## config.mk

```make
export PLATFORM = sky130hd
export DESIGN_NAME = serial_frame_to_lcd_writer_flat
export DESIGN_NICKNAME = d
export VERILOG_FILES = /design/src/design/sflw_pkg.sv /design/src/design/sflw_rx_if.sv /design/src/design/sflw_res_if.sv /design/src/design/sflw_ram.sv /design/src/design/sflw_alu.sv /design/src/design/serial_frame_to_lcd_writer.sv /design/src/flat_wrapper.sv
export SDC_FILE = /design/constraint.sdc
export NUM_CORES = 1
export LEC_CHECK = 0
export BUFFER_PORTS_ARGS = -buffer_cell sky130_fd_sc_hd__buf_4
export CAP_MARGIN = 20
export CORE_ASPECT_RATIO = 1.5
export CORE_MARGIN = 10
export CORE_UTILIZATION = 50
export CTS_CLUSTER_DIAMETER = 150
export CTS_CLUSTER_SIZE = 30
export DETAILED_ROUTE_END_ITERATION = 12
export GPL_TIMING_DRIVEN = 0
export PLACE_DENSITY = 0.66
export SYNTH_ARGS = -nofsm -noshare
export SYNTH_HDL_FRONTEND = slang
export SYNTH_SLANG_ARGS = --single-unit
```

## constraint.sdc

```tcl
create_clock -name clk -period 7.6 [get_ports clk]
set_clock_uncertainty 0.15 [all_clocks]
set_input_delay 0.38 -clock clk [delete_from_list [all_inputs] [get_ports clk]]
set_output_delay 0.38 -clock clk [all_outputs]
set_load 0.02 [all_outputs]
```

## src/design/sflw_pkg.sv

```systemverilog
`default_nettype none

package sflw_pkg;

	localparam int unsigned BUF_DEPTH_DEF = 32;
	localparam int unsigned MAX_CHARS_DEF = 16;

	// Wide enough for every read position the display sequence can reach.
	localparam int unsigned RD_IDX_W = 9;

	localparam logic [7:0] MARK_START = 8'hF5;
	localparam logic [7:0] MARK_END   = 8'hFA;
	localparam logic [7:0] CMD_ROW0   = 8'h80;
	localparam logic [7:0] ROW_OFFSET = 8'h40;
	localparam logic [7:0] ROW0_FLAG  = 8'h01;

	localparam logic [7:0] ENTRY_ROW   = 8'd0;
	localparam logic [7:0] ENTRY_COL   = 8'd1;
	localparam logic [7:0] ENTRY_COUNT = 8'd2;
	localparam logic [7:0] DATA_START  = 8'd3;

	typedef enum logic [1:0] {
		KIND_ECHO = 2'd0,
		KIND_CMD  = 2'd1,
		KIND_DATA = 2'd2
	} kind_t;

	typedef enum logic {
		ALU_ADD = 1'b0,
		ALU_GT  = 1'b1
	} alu_op_t;

	typedef enum logic [3:0] {
		S_IDLE,
		S_DEC,
		S_ECHO,
		S_SH0,
		S_SH1,
		S_SH2,
		S_SH3,
		S_CMD,
		S_DATA
	} state_t;

endpackage

`default_nettype wire

```

## src/design/sflw_rx_if.sv

```systemverilog
`default_nettype none

interface sflw_rx_if;
	logic       valid;
	logic       ready;
	logic [7:0] rx_byte;

	modport source (output valid, output rx_byte, input ready);
	modport sink (input valid, input rx_byte, output ready);
endinterface

`default_nettype wire

```

## src/design/sflw_res_if.sv

```systemverilog
`default_nettype none

interface sflw_res_if;
	logic       valid;
	logic       ready;
	logic [1:0] kind;
	logic [7:0] value;
	logic       last;

	modport source (output valid, output kind, output value, output last, input ready);
	modport sink (input valid, input kind, input value, input last, output ready);
endinterface

`default_nettype wire

```

## src/design/sflw_ram.sv

```systemverilog
`default_nettype none

module sflw_ram #(
	parameter int unsigned WIDTH = 8,
	parameter int unsigned DEPTH = 32
) (
	input  wire logic                     clk,
	input  wire logic                     we,
	input  wire logic [$clog2(DEPTH)-1:0] waddr,
	input  wire logic [WIDTH-1:0]         wdata,
	input  wire logic [$clog2(DEPTH)-1:0] raddr,
	output logic      [WIDTH-1:0]         rdata
);

	logic [WIDTH-1:0] mem_q [DEPTH];
	logic [WIDTH-1:0] rdata_q;

	always_ff @(posedge clk) begin
		if (we) begin
			mem_q[waddr] <= wdata;
		end
		rdata_q <= mem_q[raddr];
	end

	assign rdata = rdata_q;

endmodule

`default_nettype wire

```

## src/design/sflw_alu.sv

```systemverilog
`default_nettype none

module sflw_alu
	import sflw_pkg::*;
(
	input  wire alu_op_t    op,
	input  wire logic [7:0] a,
	input  wire logic [7:0] b,
	output logic      [7:0] sum,
	output logic            gt
);

	always_comb begin
		sum = 8'd0;
		gt  = 1'b0;
		unique case (op)
			ALU_ADD: sum = a + b;
			ALU_GT:  gt  = a > b;
		endcase
	end

endmodule

`default_nettype wire

```

## src/design/serial_frame_to_lcd_writer.sv

```systemverilog
// Serial frame to character-LCD writer.
// The rx channel takes one received serial byte per word. The res channel
// gives words of three fields: kind (echo, LCD command, LCD data), value and
// last, which marks the final word caused by one received byte.
// A start marker opens a frame; frame bytes are stored and echoed until full.
// An end marker reads the first three stored entries, sends one set-address
// command and then up to MAX_CHARS data words from entry three onwards.
// Timing: a byte is taken in one cycle and decoded in the next. An echo is
// loaded into the output register in S_ECHO, which follows S_DEC and waits
// while the output register is stalled. An end marker reads the header in
// S_SH0 to S_SH3 via the buffer's single registered read port, then one
// word per cycle unless stalled, the read address running one entry ahead.
// rx.ready is high only when the sequencer is idle. If the receiver holds
// res.ready low, the output register holds its word and the sequencer waits.
// Reset clears the frame flag, the write index, the output valid flag and the
// per-entry valid bits, so every buffer entry reads as zero until written.
`default_nettype none

module serial_frame_to_lcd_writer
	import sflw_pkg::*;
#(
	parameter int unsigned BUF_DEPTH = BUF_DEPTH_DEF,
	parameter int unsigned MAX_CHARS = MAX_CHARS_DEF
) (
	input  wire logic   clk,
	input  wire logic   arst_n,
	sflw_rx_if.sink     rx,
	sflw_res_if.source  res
);

	localparam int unsigned AW = $clog2(BUF_DEPTH);
	localparam int unsigned WW = $clog2(BUF_DEPTH + 1);

	state_t state_q, state_d;

	logic [7:0]          byte_q;
	logic                in_frame_q;
	logic [WW-1:0]       wi_q;
	logic [BUF_DEPTH-1:0] valid_q;
	logic [7:0]          base_q;
	logic [7:0]          cmd_q;
	logic [7:0]          count_q;
	logic [7:0]          idx_q;
	logic                rd_ok_q;

	logic                out_valid_q;
	kind_t               out_kind_q;
	logic [7:0]          out_value_q;
	logic                out_last_q;

	logic                emit_ok;
	logic                full;
	logic [7:0]          rd_eff;
	logic [7:0]          ram_rdata;

	// Outputs of the control decode.
	logic                ram_we;
	logic [AW-1:0]       ram_waddr;
	logic [7:0]          ram_wdata;
	logic [RD_IDX_W-1:0] rd_idx;
	alu_op_t             alu_op;
	logic [7:0]          alu_a;
	logic [7:0]          alu_b;
	logic [7:0]          alu_sum;
	logic                alu_gt;
	logic                emit;
	kind_t               emit_kind;
	logic [7:0]          emit_value;
	logic                emit_last;

	assign emit_ok  = !out_valid_q || res.ready;
	assign full     = wi_q == WW'(BUF_DEPTH);
	assign rd_eff   = rd_ok_q ? ram_rdata : 8'd0;
	assign rx.ready = state_q == S_IDLE;

	sflw_ram #(
		.WIDTH (8),
		.DEPTH (BUF_DEPTH)
	) u_ram (
		.clk   (clk),
		.we    (ram_we),
		.waddr (ram_waddr),
		.wdata (ram_wdata),
		.raddr (rd_idx[AW-1:0]),
		.rdata (ram_rdata)
	);

	sflw_alu u_alu (
		.op  (alu_op),
		.a   (alu_a),
		.b   (alu_b),
		.sum (alu_sum),
		.gt  (alu_gt)
	);

	always_comb begin
		ram_we     = 1'b0;
		ram_waddr  = wi_q[AW-1:0];
		ram_wdata  = byte_q;
		rd_idx     = RD_IDX_W'(DATA_START) + RD_IDX_W'(idx_q);
		alu_op     = ALU_ADD;
		alu_a      = idx_q;
		alu_b      = 8'd1;
		emit       = 1'b0;
		emit_kind  = KIND_ECHO;
		emit_value = byte_q;
		emit_last  = 1'b1;
		unique case (state_q)
			S_IDLE: begin
			end
			S_DEC: begin
				ram_we = (byte_q != MARK_END) && in_frame_q && !full;
			end
			S_ECHO: begin
				emit = 1'b1;
			end
			S_SH0: begin
				rd_idx = RD_IDX_W'(ENTRY_ROW);
			end
			S_SH1: begin
				rd_idx = RD_IDX_W'(ENTRY_COL);
			end
			S_SH2: begin
				rd_idx = RD_IDX_W'(ENTRY_COUNT);
				alu_a  = base_q;
				alu_b  = rd_eff;
			end
			S_SH3: begin
				alu_op    = ALU_GT;
				alu_a     = rd_eff;
				alu_b     = 8'(MAX_CHARS);
				ram_we    = alu_gt;
				ram_waddr = AW'(ENTRY_COUNT);
				ram_wdata = 8'(MAX_CHARS);
			end
			S_CMD: begin
				emit       = 1'b1;
				emit_kind  = KIND_CMD;
				emit_value = cmd_q;
				emit_last  = count_q == 8'd0;
			end
			S_DATA: begin
				emit       = 1'b1;
				emit_kind  = KIND_DATA;
				emit_value = rd_eff;
				emit_last  = alu_sum == count_q;
				// Read ahead one entry so a word leaves each cycle unless stalled.
				if (emit_ok) begin
					rd_idx = RD_IDX_W'(DATA_START) + RD_IDX_W'(alu_sum);
				end
			end
			default: begin
			end
		endcase
	end

	always_comb begin
		state_d = state_q;
		unique case (state_q)
			S_IDLE: begin
				if (rx.valid) begin
					state_d = S_DEC;
				end
			end
			S_DEC: begin
				priority if (byte_q == MARK_END) begin
					state_d = S_SH0;
				end else if (in_frame_q && !full) begin
					state_d = S_ECHO;
				end else begin
					state_d = S_IDLE;
				end
			end
			S_ECHO: begin
				if (emit_ok) begin
					state_d = S_IDLE;
				end
			end
			S_SH0: state_d = S_SH1;
			S_SH1: state_d = S_SH2;
			S_SH2: state_d = S_SH3;
			S_SH3: state_d = S_CMD;
			S_CMD: begin
				if (emit_ok) begin
					state_d = emit_last ? S_IDLE : S_DATA;
				end
			end
			S_DATA: begin
				if (emit_ok && emit_last) begin
					state_d = S_IDLE;
				end
			end
			default: state_d = S_IDLE;
		endcase
	end

	always_ff @(posedge clk or negedge arst_n) begin
		if (!arst_n) begin
			state_q     <= S_IDLE;
			in_frame_q  <= 1'b0;
			wi_q        <= '0;
			valid_q     <= '0;
			rd_ok_q     <= 1'b0;
			out_valid_q <= 1'b0;
		end else begin
			state_q <= state_d;
			rd_ok_q <= (rd_idx < RD_IDX_W'(BUF_DEPTH)) && valid_q[rd_idx[AW-1:0]];
			if (ram_we) begin
				valid_q[ram_waddr] <= 1'b1;
			end
			if (emit && emit_ok) begin
				out_valid_q <= 1'b1;
			end else if (res.ready) begin
				out_valid_q <= 1'b0;
			end
			if (state_q == S_DEC) begin
				priority if (byte_q == MARK_END) begin
					in_frame_q <= 1'b0;
				end else if (byte_q == MARK_START) begin
					// A start marker inside a frame is stored first, then restarts it.
					in_frame_q <= 1'b1;
					wi_q       <= '0;
				end else if (in_frame_q && !full) begin
					wi_q <= wi_q + WW'(1);
				end
			end
			if (state_q == S_SH0) begin
				wi_q <= '0;
			end
		end
	end

	always_ff @(posedge clk) begin
		if (rx.valid && rx.ready) begin
			byte_q <= rx.rx_byte;
		end
		if (emit && emit_ok) begin
			out_kind_q  <= emit_kind;
			out_value_q <= emit_value;
			out_last_q  <= emit_last;
		end
		unique case (state_q)
			S_SH1: base_q <= (rd_eff == ROW0_FLAG) ? CMD_ROW0 : CMD_ROW0 + ROW_OFFSET;
			S_SH2: cmd_q <= alu_sum;
			S_SH3: begin
				count_q <= alu_gt ? 8'(MAX_CHARS) : rd_eff;
				idx_q   <= 8'd0;
			end
			S_DATA: begin
				if (emit_ok) begin
					idx_q <= alu_sum;
				end
			end
			default: begin
			end
		endcase
	end

	assign res.valid = out_valid_q;
	assign res.kind  = out_kind_q;
	assign res.value = out_value_q;
	assign res.last  = out_last_q;

endmodule

`default_nettype wire

```

## src/flat_wrapper.sv

```systemverilog
// flat-port wrapper written by rule: the top's interface ports become plain ports
module serial_frame_to_lcd_writer_flat import sflw_pkg::*;
#(
	parameter int unsigned BUF_DEPTH = BUF_DEPTH_DEF,
	parameter int unsigned MAX_CHARS = MAX_CHARS_DEF
)
  (clk, arst_n, rx_valid, rx_rx_byte, rx_ready, res_valid, res_kind, res_value, res_last, res_ready);
  sflw_rx_if rx_i ();
  sflw_res_if res_i ();
  input  wire logic clk;
  input  wire logic arst_n;
  input wire logic [$bits(rx_i.valid)-1:0] rx_valid;
  input wire logic [$bits(rx_i.rx_byte)-1:0] rx_rx_byte;
  output wire logic [$bits(rx_i.ready)-1:0] rx_ready;
  output wire logic [$bits(res_i.valid)-1:0] res_valid;
  output wire logic [$bits(res_i.kind)-1:0] res_kind;
  output wire logic [$bits(res_i.value)-1:0] res_value;
  output wire logic [$bits(res_i.last)-1:0] res_last;
  input wire logic [$bits(res_i.ready)-1:0] res_ready;
  assign rx_i.valid = rx_valid;
  assign rx_i.rx_byte = rx_rx_byte;
  assign rx_ready = rx_i.ready;
  assign res_valid = res_i.valid;
  assign res_kind = res_i.kind;
  assign res_value = res_i.value;
  assign res_last = res_i.last;
  assign res_i.ready = res_ready;
  serial_frame_to_lcd_writer #(.BUF_DEPTH(BUF_DEPTH), .MAX_CHARS(MAX_CHARS)) u_core (.clk(clk), .arst_n(arst_n), .rx(rx_i), .res(res_i));
endmodule
```

## Yosys cells after proc, flatten, opt, wreduce, memory -nomap -nowiden

Memory sizes are Yosys's and may differ from the RTL's. A register that Yosys moved wholly into a read port is not among the register bits.
Index checks and enable logic that the tools add are counted.

- Register bits after elaboration: 96
- Memory bits (writable): 256
- Input bits: 12
- Output and inout port bits: 13
- Word-level logic and storage cells: 109
- Memories: 1

- Add/subtract/negate cells: 4
- $lt $le $gt $ge: 5
- Equal/unequal tests: 20
- Multiplexer cells: 41
- Bitwise logic cells: 1
- Reductions and logical operators: 23

Memory list:

| name | words | bits a word | read ports | clocked after Yosys merged registers in | write ports | RTL line | source |
|---|---|---|---|---|---|---|---|
| u_core.u_ram.mem_q | 32 | 8 | 1 | 1 | 1 | sflw_ram.sv:15 | `logic [WIDTH-1:0] mem_q [DEPTH];` |

Operator list:

| kind | number |
|---|---|
| $pmux 8 s2 | 4 |
| $pmux 4 s9 | 1 |
| $pmux 9 s4 | 1 |
| $mux 8 | 4 |
| $or 32x32->32 | 1 |
| $mux 6 | 5 |
| $mux 4 | 6 |
| $add 2x8->9 const A | 2 |
| $eq 4x3->1 const B | 4 |
| $eq 8x8->1 const B | 2 |
| $lt 5x6->1 const B | 2 |
| $mux 1 | 11 |
| $lt 9x6->1 const B | 1 |
| $mux 9 | 1 |
| $add 8x8->8 | 1 |
| $eq 4x2->1 const B | 2 |
| $eq 8x1->1 const B | 1 |
| $eq 8x8->1 | 1 |
| $gt 8x8->1 | 1 |
| $logic_and 1x1->1 | 8 |
| $logic_not 8->1 | 1 |
| $ne 2x1->1 const B | 4 |
| $ne 8x8->1 const B | 1 |
| $reduce_bool 2->1 | 4 |
| 21 further kinds | 25 |

## Depth between registers and ports, before layout

- Word-level depth: 10
- Gate-level depth with buffers: 20
- Mapped depth without buffers: 15

## By module

From an unflattened synthesis, not the netlist that was laid out.

- Cell total of the unflattened synthesis: 946
- Area, all modules: 15,323.4 µm²

Modules (own cells, without submodules):

| module | instances | cells each | area each (µm²) | seq. area each (µm²) |
|---|---|---|---|---|
| sflw_ram | 1 | 417 | 10,053.4 | 7,847.5 |
| serial_frame_to_lcd_writer | 1 | 439 | 4,643.2 | 2,447.3 |
| sflw_alu | 1 | 90 | 626.9 | 0.0 |

## Least setup slack after synthesis

Ideal clock, no wire load.

- Path kind: reg-to-reg
- From: register u_core.state_q[1]
- To: memory u_core.u_ram.mem_q[22][0] (enable)
- Setup time: 370 ps
- Arrival time: 4,195 ps
- Data required time: 7,080 ps
- Path slack: 2,885 ps
- Stages on the path, launching flop included: 16
- Buffers on the path: 3
- Period minus slack after synthesis: 4,715 ps
- Cell sequence: dfrtp_1 or4bb_1 clkbuf_1 inv_1 nor2_1 nand2_1 o21ai_0 ha_1 clkbuf_1 nor4b_1 o21ai_0 a221oi_1 nor2_1 a21o_1 buf_1 nor2_1

- Cells in the longest elaborated chain, start to end: 7
- Elaborated cells between the ends (all ways): 12
- Classes of those cells: 1 x order compare; 3 x eq/ne; 8 x mux

RTL lines:

| what | RTL line | source |
|---|---|---|
| start, declared | serial_frame_to_lcd_writer.sv:34 | `state_t state_q, state_d;` |
| start signal, assigned | serial_frame_to_lcd_writer.sv:206 | `state_q <= state_d;` |
| $eq 4x3->1 | serial_frame_to_lcd_writer.sv:108 | `unique case (state_q)` |
| $pmux 8 s2 | serial_frame_to_lcd_writer.sv:108 |  |
| $gt 8x8->1 | sflw_alu.sv:18 | `ALU_GT: gt = a > b;` |
| $mux 1 | sflw_alu.sv:16 | `unique case (op)` |
| $pmux 1 s2 | serial_frame_to_lcd_writer.sv:108 |  |
| $mux 1 | sflw_ram.sv:19 | `if (we) begin` |
| $mux 1 (implied by the code) | sflw_ram.sv:20 | `mem_q[waddr] <= wdata;` |
| end, declared | sflw_ram.sv:15 |  |

Several ways; a longest one is shown, not always the timed one.

## Worst setup path after layout

- From: register u_core.state_q[1]
- To: memory u_core.u_ram.mem_q[6][1] (enable)

Same word-level chain as after synthesis.

==> flow_metrics.tcl <==
set metrics [dict create \
    ys_seq_area_frac 0.667 \
    cts_tree "built" \
    post-route-period-util 0.843 \
    ys_async_sr_fraction 0.127 \
    place_congestion 0.954 \
    rr_startpoint "u_core.state_q[1]$_DFFE_PN0P_" \
    clk_pin_slew_ns 0.12 \
    yosys_warnings 0 \
    cp_top_family "simple AND/OR/NAND/NOR gates" \
    crit_slowest_cell "a221oi_1" \
    crit_chain "or4bb_1 -> clkbuf_1 -> inv_1 -> nor2_1 -> nand2_1 -> o21ai_0 -> ha_1 -> clkbuf_1 -> nor4b_1 -> o21ai_0 -> a221oi_1 -> nor2_1 -> a21o_1 -> buf_1 -> nor2_1" \
    cts_root_buf "clkbuf_16" \
    diodes 0 \
    end_kind "register" \
    worstMarginPinSlew_ns 1.29 \
    synth_top_cell_by_area "edfxtp_1" \
    die_h_um 235 \
    path_buf_inv 4 \
    cts.sinks 353 \
    synth-seq-cells 353 \
    max-vdd-ir-drop_uv 193 \
    dr.pass1.iters 5 \
    yosysUniqueCellTypes 66 \
    synth_top_area_frac 0.583 \
    p_clk_frac 0.141 \
    synth_compound_area_frac 0.106 \
    maxCapViolations 0 \
    syn_inst 1288 \
    clock_latency_ns 0.53 \
    r2r-end "u_core.u_ram.mem_q[6][1]$_DFFE_PP_" \
    path_class "reg2reg" \
    htreeDepth 1 \
    cp.depth 15 \
    max_slew_margin 0.143 \
    power.leakage_nw 6.06 \
    die_w_um 163 \
    io_pins 25 \
    final_nets 1375 \
    min-delay-start "res_ready" \
    setup_tns_ns 0 \
    initial_utilization 0.509 \
    clk_path_buf_depth 3 \
    antenna_found_initial 0 \
    synthTopCellsByCount "300 x edfxtp_1, 255 x nand2_1, 96 x nor2_1" \
    required_ns 7.60 \
    start_kind "register" \
    routed_wl_mm 43.2 \
    finalWorstPathRequiredPeriod_ns 6.41 \
    dpl.cell_count 1717 \
    synthSimpleGateAreaFrac 0.162 \
    dp.final_hpwl_mm 30.8 \
    num_vias 10500 \
    cts_resized 0 \
    io_buffers 24 \
    synthMuxAreaShare 0.00859 \
    ctsHoldBuffers 9 \
    grt_pass1_wl_mm 64.7 \
    dieArea_um2 38500 \
    via_per_inst 6.01 \
    fill_cells 2583 \
    max_stage_delay_ns 1.06 \
    synth_top_flop_cell "edfxtp_1" \
    powerDensity_nw_per_um2 407 \
    min_to "u_core.res.valid$_DFFE_PN0P_" \
    synth-edff-count 300 \
    rrSetupSlack_ns 1.19 \
    r2r_cells 15 \
    fmax_ghz 0.156 \
    p_switching_mw 3.04 \
    pwr-share-comb 0.504 \
    rsz0062_at_grt "false" \
    coreArea_um2 30400 \
    grt.overflow.total 0 \
    holdPathStages 3 \
    grt_use_total 0.221 \
    holdCritPathClass "in2reg" \
    grt_max_degree 46 \
    drive_gt1_frac 0.0896 \
    drtIter0Drc 936 \
    crit_top_cell "nor2_1" \
    final-setup-viol-count 0 \
    cp.arrival_ns 6.41 \
    yosysMostFrequentCell "edfxtp_1" \
    synth_area_um2 15400 \
    p_int_mw 3.76 \
    power_frac_seq 0.355 \
    synth_adder_area_share 0.0169 \
    synth_xor_area_frac 0.00964 \
    ys_top_cells_by_area "edfxtp_1 58%, dfrtp_1 7.3%, nand2_1 6.2%, nor2_1 2.3%, nand3_1 2.2%" \
    cts-buffers-inserted 15 \
    hold_viol 0 \
    avgSynthCellArea_um2 12.0 \
    cts_setup_buffers 0 \
    wl_per_cell_um 24.7 \
    syn2layout_area_growth_pct 8.31 \
    outcome "finished, final reports clean" \
    grt_pass1_vias 10500 \
    rows 78 \
    fin_cells 1751 \
    remaining_drc_errors 0 \
    synth_top_family_by_area "simple AND/OR/NAND/NOR gates" \
    ant_nets 0 \
    path_max_fanout 11 \
    final_max_slew_viol_count 0 \
    sw_frac_of_total 0.447 \
    synth_nets 1320 \
]
==> state kept, by name, summed over array words and instances (netlist names) <==
register / flops
u_core.u_ram.mem_q: 256
u_core.valid_q: 32
u_core.byte_q: 8
u_core.cmd_q: 8
u_core.count_q: 8
u_core.idx_q: 8
u_core.res.value: 8
u_core.u_ram.rdata: 8
u_core.wi_q: 6
u_core.state_q: 4
u_core.res.kind: 2
u_core.base_q: 1
u_core.in_frame_q: 1
u_core.rd_ok_q: 1
u_core.res.last: 1
u_core.res.valid: 1
==> cell families (layout without fill, tap and decap cells) <==
| logic type | Yosys count | count (layout) |
|---|---|---|
| compound gates | 226 | 226 |
| mux | 12 | 12 |
| buf+inv | 111 | 174 |
| simple gates | 548 | 548 |
| flops | 353 | 353 |
| xor+xnor | 17 | 17 |
| fa+ha+maj | 21 | 21 |
==> cells in the final DEF (no fill, tap or decap), types with 31 or more instances in the layout <==
master	Yosys	final
a21oi_1	31	31
nand2_1	255	255
edfxtp_1	300	300
nor2_1	96	96
and3_1	38	38
a31oi_1	38	38
inv_1	31	31
dfrtp_1	45	45
clkbuf_1	38	47
nand3_1	69	69
==> how the worst max path moves through the flow <==
stage / start / end
floorplan: u_core.state_q[1]$_DFFE_PN0P_ / u_core.u_ram.mem_q[22][0]$_DFFE_PP_
global placement: u_core.state_q[1]$_DFFE_PN0P_ / u_core.u_ram.mem_q[2][4]$_DFFE_PP_
detailed placement: u_core.state_q[1]$_DFFE_PN0P_ / u_core.u_ram.mem_q[2][4]$_DFFE_PP_
CTS: u_core.state_q[1]$_DFFE_PN0P_ / u_core.u_ram.mem_q[2][4]$_DFFE_PP_
global route: u_core.state_q[2]$_DFFE_PN0P_ / u_core.u_ram.mem_q[14][0]$_DFFE_PP_
finish: u_core.state_q[1]$_DFFE_PN0P_ / u_core.u_ram.mem_q[6][1]$_DFFE_PP_
==> metrics by stage <==
step                cell area, µm²  setup slack, ns  utilization  total power, mW  hold WS, ns
floorplan                    15400             2.88            -             4.52      -0.0656
global placement             16100             1.32        0.531             5.77        0.285
finish                       16700             1.19        0.551             6.80        0.113
global route                 16700            0.822        0.551             7.11        0.206
detailed placement           16200             1.28        0.534             5.83        0.286
CTS                          16700             1.25        0.551             6.77        0.106
==> tightest hold or removal path, cell delays in order <==
cell and delay (ns):
buf_4 0.09, nand2b_1 0.21, nand2_1 0.07
==> cell type report <==
| type | instances | area, µm² | share of cell area |
|---|---|---|---|
| tap | 400 | 500 | 0.0299 |
| clock inverter | 1 | 8.76 | 0.000524 |
| clock buffer | 24 | 409 | 0.0245 |
| inverter | 33 | 125 | 0.00748 |
| timing repair buffer | 38 | 360 | 0.0215 |
| sequential | 353 | 10300 | 0.616 |
| buffer | 78 | 354 | 0.0212 |
| multi-input combinational | 824 | 4670 | 0.279 |
==> metal layers <==
metal / vias to the layer above / global-route usage / wire, µm
li1: 4843 / - / -
met1: 5192 / 0.255 / 16000
met2: 383 / 0.391 / 22600
met3: 105 / 0.0215 / 2140
met4: 0 / 0.122 / 2530
met5: - / 0 / 0
==> power by group through the flow <==
stage	clock network [mW]	registers (mW)	logic, mW
finish	0.958	2.42	3.43
global route	1.03	2.43	3.66
CTS	0.970	2.41	3.38
detailed placement	0	2.46	3.37
global placement	0	2.46	3.31
floorplan	0	2.46	2.06
Power figures use the tool's default switching activity.
